[config.mk]
export PLATFORM = sky130hd
export DESIGN_NAME = slrd_ctrl
export DESIGN_NICKNAME = d
export VERILOG_FILES = /design/src/hw/rtl/slrd_pkg.sv /design/src/hw/rtl/slrd_ctrl.sv
export SDC_FILE = /design/constraint.sdc
export NUM_CORES = 1
export LEC_CHECK = 0
export BUFFER_PORTS_ARGS = -buffer_cell sky130_fd_sc_hd__buf_2
export CAP_MARGIN = 15
export CORE_AREA = 2 2 39 41
export DETAILED_ROUTE_END_ITERATION = 10
export DIE_AREA = 0 0 41 43
export PLACE_DENSITY = 0.42
export REMOVE_ABC_BUFFERS = 1
export SLEW_MARGIN = 0
export SYNTH_ARGS = -nofsm -noshare
export SYNTH_HDL_FRONTEND = slang
export SYNTH_SLANG_ARGS = --single-unit
export TNS_END_PERCENT = 5
[constraint.sdc]
create_clock -name clk -period 1.4 [get_ports clk]
set_input_delay 0.21 -clock clk [delete_from_list [all_inputs] [get_ports clk]]
set_output_delay 0.21 -clock clk [all_outputs]
set_load 0.005 [all_outputs]
[src/hw/rtl/slrd_pkg.sv]
// ----------------------------------------------------------------------------
// slrd_pkg: shared types and helpers for the sequence loss/reorder detector
// Holds the flow entry layout, the command/status structs between controller
// and datapath, event codes and the sequence number extraction function.
// ----------------------------------------------------------------------------
package slrd_pkg;

  localparam int FLOWS  = 256;
  localparam int FLOW_W = $clog2(FLOWS);

  localparam logic [63:0] NS_PER_SEC = 64'd1000000000;

  // configuration register indexes
  localparam logic [3:0] CFG_SEQ_SIZE   = 4'd0;
  localparam logic [3:0] CFG_BYTE_ORDER = 4'd1;
  localparam logic [3:0] CFG_TIMEOUT    = 4'd2;
  localparam logic [3:0] CFG_DEBUG      = 4'd3;

  // event kinds
  localparam logic [2:0] EV_DEBUG    = 3'd0;
  localparam logic [2:0] EV_QUEUE    = 3'd1;
  localparam logic [2:0] EV_RAISE    = 3'd2;
  localparam logic [2:0] EV_DISORDER = 3'd3;
  localparam logic [2:0] EV_LOSS     = 3'd4;

  // debug levels
  localparam logic [1:0] DBG_INFO = 2'd1;
  localparam logic [1:0] DBG_WARN = 2'd2;

  // multiplier steps
  localparam logic [1:0] MUL_LO    = 2'd0;
  localparam logic [1:0] MUL_HI_LO = 2'd1;
  localparam logic [1:0] MUL_LO_HI = 2'd2;

  typedef struct packed {
    logic [63:0] expected;
    logic [63:0] adjusted_number;
    logic [31:0] problem_count;
    logic [31:0] run_length;
    logic [63:0] last_seen_ns;
    logic [63:0] problem_start_ns;
    logic [63:0] gap_sum;
    logic [15:0] last_queue;
  } entry_t;

  typedef struct packed {
    logic       capture;   // take the input word and read the entry
    logic       stage_a;   // resync and gap computation
    logic       mul_en;    // run one multiplier step
    logic [1:0] mul_step;
    logic       finish;    // form the product and compare
    logic       wb;        // write the entry back, set closing event
    logic       emit;      // present one pending event
  } cmd_t;

  typedef struct packed {
    logic ev_any;
    logic ev_more;
  } sts_t;

  function automatic logic [63:0] extract_seq(input logic [63:0] raw,
                                              input logic [1:0]  size_code,
                                              input logic        msb_first);
    logic [63:0] v;
    logic [3:0]  nb;
    logic [7:0]  b;
    v  = '0;
    nb = 4'd1 << size_code;
    for (int i = 0; i < 8; i++) begin
      b = raw[63-8*i -: 8];
      if (4'(i) < nb) begin
        if (msb_first) v[8*(int'(nb)-1-i) +: 8] = b;
        else           v[8*i +: 8] = b;
      end
    end
    return v;
  endfunction

  function automatic logic [63:0] width_mask(input logic [1:0] size_code);
    logic [63:0] m;
    case (size_code)
      2'd0:    m = 64'h0000_0000_0000_00ff;
      2'd1:    m = 64'h0000_0000_0000_ffff;
      2'd2:    m = 64'h0000_0000_ffff_ffff;
      default: m = 64'hffff_ffff_ffff_ffff;
    endcase
    return m;
  endfunction

endpackage

[src/hw/rtl/slrd_ctrl.sv]
// ----------------------------------------------------------------------------
// slrd_ctrl: sequencing controller
// Steps one packet through entry read, update, product, write-back and event
// emission, and tells the datapath what to do each cycle.
// ----------------------------------------------------------------------------
module slrd_ctrl (
  input  logic           clk,
  input  logic           rst_n,
  input  logic           start,
  output logic           busy,
  input  slrd_pkg::sts_t sts,
  output slrd_pkg::cmd_t cmd
);

  localparam logic [2:0] ST_IDLE = 3'd0;
  localparam logic [2:0] ST_A    = 3'd1;
  localparam logic [2:0] ST_M0   = 3'd2;
  localparam logic [2:0] ST_M1   = 3'd3;
  localparam logic [2:0] ST_M2   = 3'd4;
  localparam logic [2:0] ST_FIN  = 3'd5;
  localparam logic [2:0] ST_WB   = 3'd6;
  localparam logic [2:0] ST_EMIT = 3'd7;

  logic [2:0] state_r, state_nxt;

  always_ff @(posedge clk) begin
    if (!rst_n) state_r <= ST_IDLE;
    else        state_r <= state_nxt;
  end

  assign busy = (state_r != ST_IDLE);

  always_comb begin
    state_nxt = state_r;
    cmd       = '0;
    case (state_r)
      ST_IDLE: begin
        if (start) begin
          cmd.capture = 1'b1;
          state_nxt   = ST_A;
        end
      end
      ST_A: begin
        cmd.stage_a = 1'b1;
        state_nxt   = ST_M0;
      end
      ST_M0: begin
        cmd.mul_en   = 1'b1;
        cmd.mul_step = slrd_pkg::MUL_LO;
        state_nxt    = ST_M1;
      end
      ST_M1: begin
        cmd.mul_en   = 1'b1;
        cmd.mul_step = slrd_pkg::MUL_HI_LO;
        state_nxt    = ST_M2;
      end
      ST_M2: begin
        cmd.mul_en   = 1'b1;
        cmd.mul_step = slrd_pkg::MUL_LO_HI;
        state_nxt    = ST_FIN;
      end
      ST_FIN: begin
        cmd.finish = 1'b1;
        state_nxt  = ST_WB;
      end
      ST_WB: begin
        cmd.wb    = 1'b1;
        state_nxt = ST_EMIT;
      end
      ST_EMIT: begin
        // drop out once the final word has gone
        if (sts.ev_any) cmd.emit = 1'b1;
        if (!sts.ev_more) state_nxt = ST_IDLE;
      end
      default: state_nxt = ST_IDLE;
    endcase
  end

endmodule

# ---- Word level (Yosys, flattened, before mapping)
# Cells that the tools add are included.
dict set report totals {
  reg_bits 3
  word_cells 24
}
dict set report classes {
  eq_ne 9
  n_mux 11
  n_reduce_logical 3
}
# op count
set op_table {}
lappend op_table {{case mux 3 bit (8 select lines)} 1}
lappend op_table {{== test 3 bit, second input constant} 4}
lappend op_table {{case mux 3 bit (3 select lines)} 1}
lappend op_table {{two-way mux 1 bit} 7}
lappend op_table {{== test 3 x 2 -> 1 bit, second input constant} 2}
lappend op_table {{two-way mux 3 bit} 2}
lappend op_table {{inequality test 2 bit, second input constant} 2}
lappend op_table {{== test 3 x 1 -> 1 bit, second input constant} 1}
lappend op_table {{logical NOT 3 bit} 1}
lappend op_table {{nonzero test 3 bit} 1}
lappend op_table {{AND reduction 2 bit} 1}

# ---- Depth between registers and ports, before layout
dict set report logic_depth {
  ltp_word 3
  depth_mapped 3
  depth_no_buf 2
}

# ---- Worst setup path after synthesis
# No wires, ideal clock.
dict set report synth_path {
  path_kind {register -> output}
  from {register state_r[0]}
  to {output port cmd[7] (netlist name)}
  t_arrival_ps 900
  required_ps 1190
  setup_slack_ps 290
  stages_incl_launch_ff 4
  path_cell_list {dfxtp_1 -> buf_6 -> or3_4 -> nor2_2}
}
# element line_no
set synth_rtl {}
lappend synth_rtl {{from (decl)} slrd_ctrl.sv:24} ;# logic [2:0] state_r, state_nxt;
lappend synth_rtl {{from (signal assigned)} slrd_ctrl.sv:28} ;# else state_r <= state_nxt;
lappend synth_rtl {{to (decl)} slrd_ctrl.sv:12} ;# output slrd_pkg::cmd_t cmd

==> flow_metrics.env <==
export IMPL_fin_crit_sh_pct=97.5
export IMPL_p_switching_uw=101
export IMPL_p_seq_share_pct=32.8
export IMPL_final_cell_mix="13 x buf_2, 4 x nand2_1, 3 x nor2_1, 3 x inv_1, 3 x clkbuf_4"
export IMPL_syn_inst=29
export IMPL_port_buffer_count=13
export IMPL_ys_types=18
export IMPL_p_per_area_nw_per_um2=1050
export IMPL_start_util_pct=16.4
export IMPL_drive_above_1_share_pct=56.8
export IMPL_wire_per_inst_um=9.17
export IMPL_antenna_found_initial=0
export IMPL_routed_via_density=4.00
export IMPL_cap_violations=0
export IMPL_finalPower_uw=349
export IMPL_synth_warnings=0
export IMPL_cp_top_family="simple AND/OR/NAND/NOR gates"
export IMPL_dieArea_sq_um=1760
export IMPL_startpoint_type="flip-flop"
export IMPL_cts_tree="done"
export IMPL_status="completed"
export IMPL_power_leakage_uw=0.000168
export IMPL_synth_edf_count=0
export IMPL_row_count=14
export IMPL_ys_ff_latch=3
export IMPL_fp_dieW_um=41
export IMPL_drt_total_wl_um=550
export IMPL_ir_drop_uv=240
export IMPL_arrival_ps=1150
export IMPL_first_pass_iters=2
export IMPL_cts_root_buf="clkbuf_4"
export IMPL_worstPathRequired_ps=1190
export IMPL_multi_input_area_sq_um=136
export IMPL_final_setup_skew_ps=1.35
export IMPL_slew_headroom_pct=83.6
export IMPL_grt_ovfl_total=0
export IMPL_async_flop_share_pct=0
export IMPL_largest_reg_flops=3
export IMPL_top_regs="state_r: 3 flops"
export IMPL_path_buf_inv=1
export IMPL_postLayoutSetupSlackWorst_ps=35.5
export IMPL_gp_congestion=0.779
export IMPL_dr_first_iter_drc_count=3
export IMPL_clockBufferDepth=2
export IMPL_drv_slew=0
export IMPL_tightestPinTransition_ps=246
export IMPL_clkTransAtPathRegs_ps=40
export IMPL_num_vias=240
export IMPL_grt_max_degree=13
export IMPL_grt_pass1_wl_um=786
export IMPL_syn2layout_area_growth_pct=47.0
export IMPL_hp_class="primary input to flip-flop"
export IMPL_ys_seq_area_share_pct=26.5
export IMPL_drc_errors=0
export IMPL_final_common_cell="buf_2"
export IMPL_syn_cell_area_sq_um=226
export IMPL_cts_made_buffers=3
export IMPL_avgSynthCellArea_sq_um=7.81
export IMPL_ys_flop_type="dfxtp_1"
export IMPL_rsz0062_at_grt="true"
export IMPL_antenna_cells=0
export IMPL_cpMaxStageDelayCell="dfxtp_4"
export IMPL_fp_coreArea_sq_um=1380
export IMPL_dieHeight_um=43
export IMPL_finalNetCount=50
export IMPL_worstSkewPairLatency_ps=240
export IMPL_p_comb_share_pct=22.5
export IMPL_dp_slack_ps=231
export IMPL_whs_ps=222
export IMPL_path_class="flip-flop to output pin"
export IMPL_internal_power_uw=248
export IMPL_power_frac_clock_pct=44.7
export IMPL_endpoint_kind="output pin"
export IMPL_htreeDepth=1
export IMPL_slowest_delay_ps=370
export IMPL_num_io_pins=14
export IMPL_maxClockFrequency_ghz=0.733
export IMPL_switching_share_pct=29.0
export IMPL_cp_max_fo=10
export IMPL_top_register="state_r"
export IMPL_period_needed_ps=1360
export IMPL_ant_nets=0
export IMPL_regArea_sq_um=66.3
export IMPL_finalSetupViolCount=0
export IMPL_path_cells="or3_4 > nor2_2 > buf_2"
export IMPL_final_fill_count=162
export IMPL_grt_pass1_vias=219
export IMPL_track_usage_pct=7.12
export IMPL_clkSinkCount=3
export IMPL_tns_ps=0
export IMPL_hold_violations=0
==> worst reg2reg max path: cells and delay by family (launching register included) <==
family | cells | cell delay, ps
buffers and inverters | 1 | 160
and+or+nand+nor | 1 | 230
DFF | 1 | 340
AOI/OAI and AO/OA | 1 | 180
==> metrics by stage <==
step	utilization [%]	instance area (sq um)	std cells
2_1_floorplan	-	203	26
3_5_place_dp	21.3	295	56
3_3_place_gp	21.3	295	56
5_1_grt	24.1	333	60
6_report	24.1	333	60
4_1_cts	23.4	324	60
==> final timing paths <==
path,end,start,cells after the start,slack (ps)
min,state_r[1]$_SDFFE_PN0P_,rst_n,3,220
max reg2reg,state_r[2]$_SDFFE_PN0P_,state_r[0]$_SDFFE_PN0P_,3,390
min reg2reg,state_r[1]$_SDFFE_PN0P_,state_r[2]$_SDFFE_PN0P_,2,540
max,cmd[7],state_r[2]$_SDFFE_PN0P_,3,40
==> synth_stat cells, types with 3 or more instances <==
cell / instances / area, sq um
inv_1: 3 / 11.3
nand2_1: 4 / 15.0
dfxtp_1: 3 / 60.1
nor2_1: 3 / 11.3
nor3b_1: 3 / 22.5
==> routing by layer <==
layer  GRT usage [%]  routed length (um)  vias to the layer above
met3            1.57                  29                        0
met1            7.37                 265                      104
li1                -                   -                      129
met5               0                   0                        -
met2            9.38                 256                        7
met4            10.0                   0                        0
==> cell families after synthesis <==
logic type             Yosys count  synth area share, %
AND/OR/NAND/NOR                 14                 36.5
flip-flops                       3                 26.5
AO/OA/AOI/OAI                    6                 21.5
buffers and inverters            6                 15.5
==> power groups by stage <==
stage	combinational [uW]	clock, uW	sequential, uW
2_1_floorplan	43.1	0	111
3_3_place_gp	79.8	0	114
3_5_place_dp	79.0	0	113
4_1_cts	79.5	165	113
5_1_grt	86.4	169	118
6_report	78.6	156	114
==> final cells by class <==
| class | instances | area share, % |
|---|---|---|
| Sequential cell | 3 | 19.9 |
| Tap cell | 16 | 6.02 |
| Clock buffer | 4 | 7.89 |
| Inverter | 3 | 3.38 |
| Multi-Input combinational cell | 20 | 41.0 |
| Timing Repair Buffer | 14 | 21.8 |
==> repair_timing <==
action | CTS | global route
hold buffers | 0 | 0
setup buffers | 0 | 0
setup endpoints to repair | 3 | 3
hold endpoints to repair | 0 | 0
gates resized for setup | 2 | 3
No activity file was read; power rests on OpenSTA's default activity.
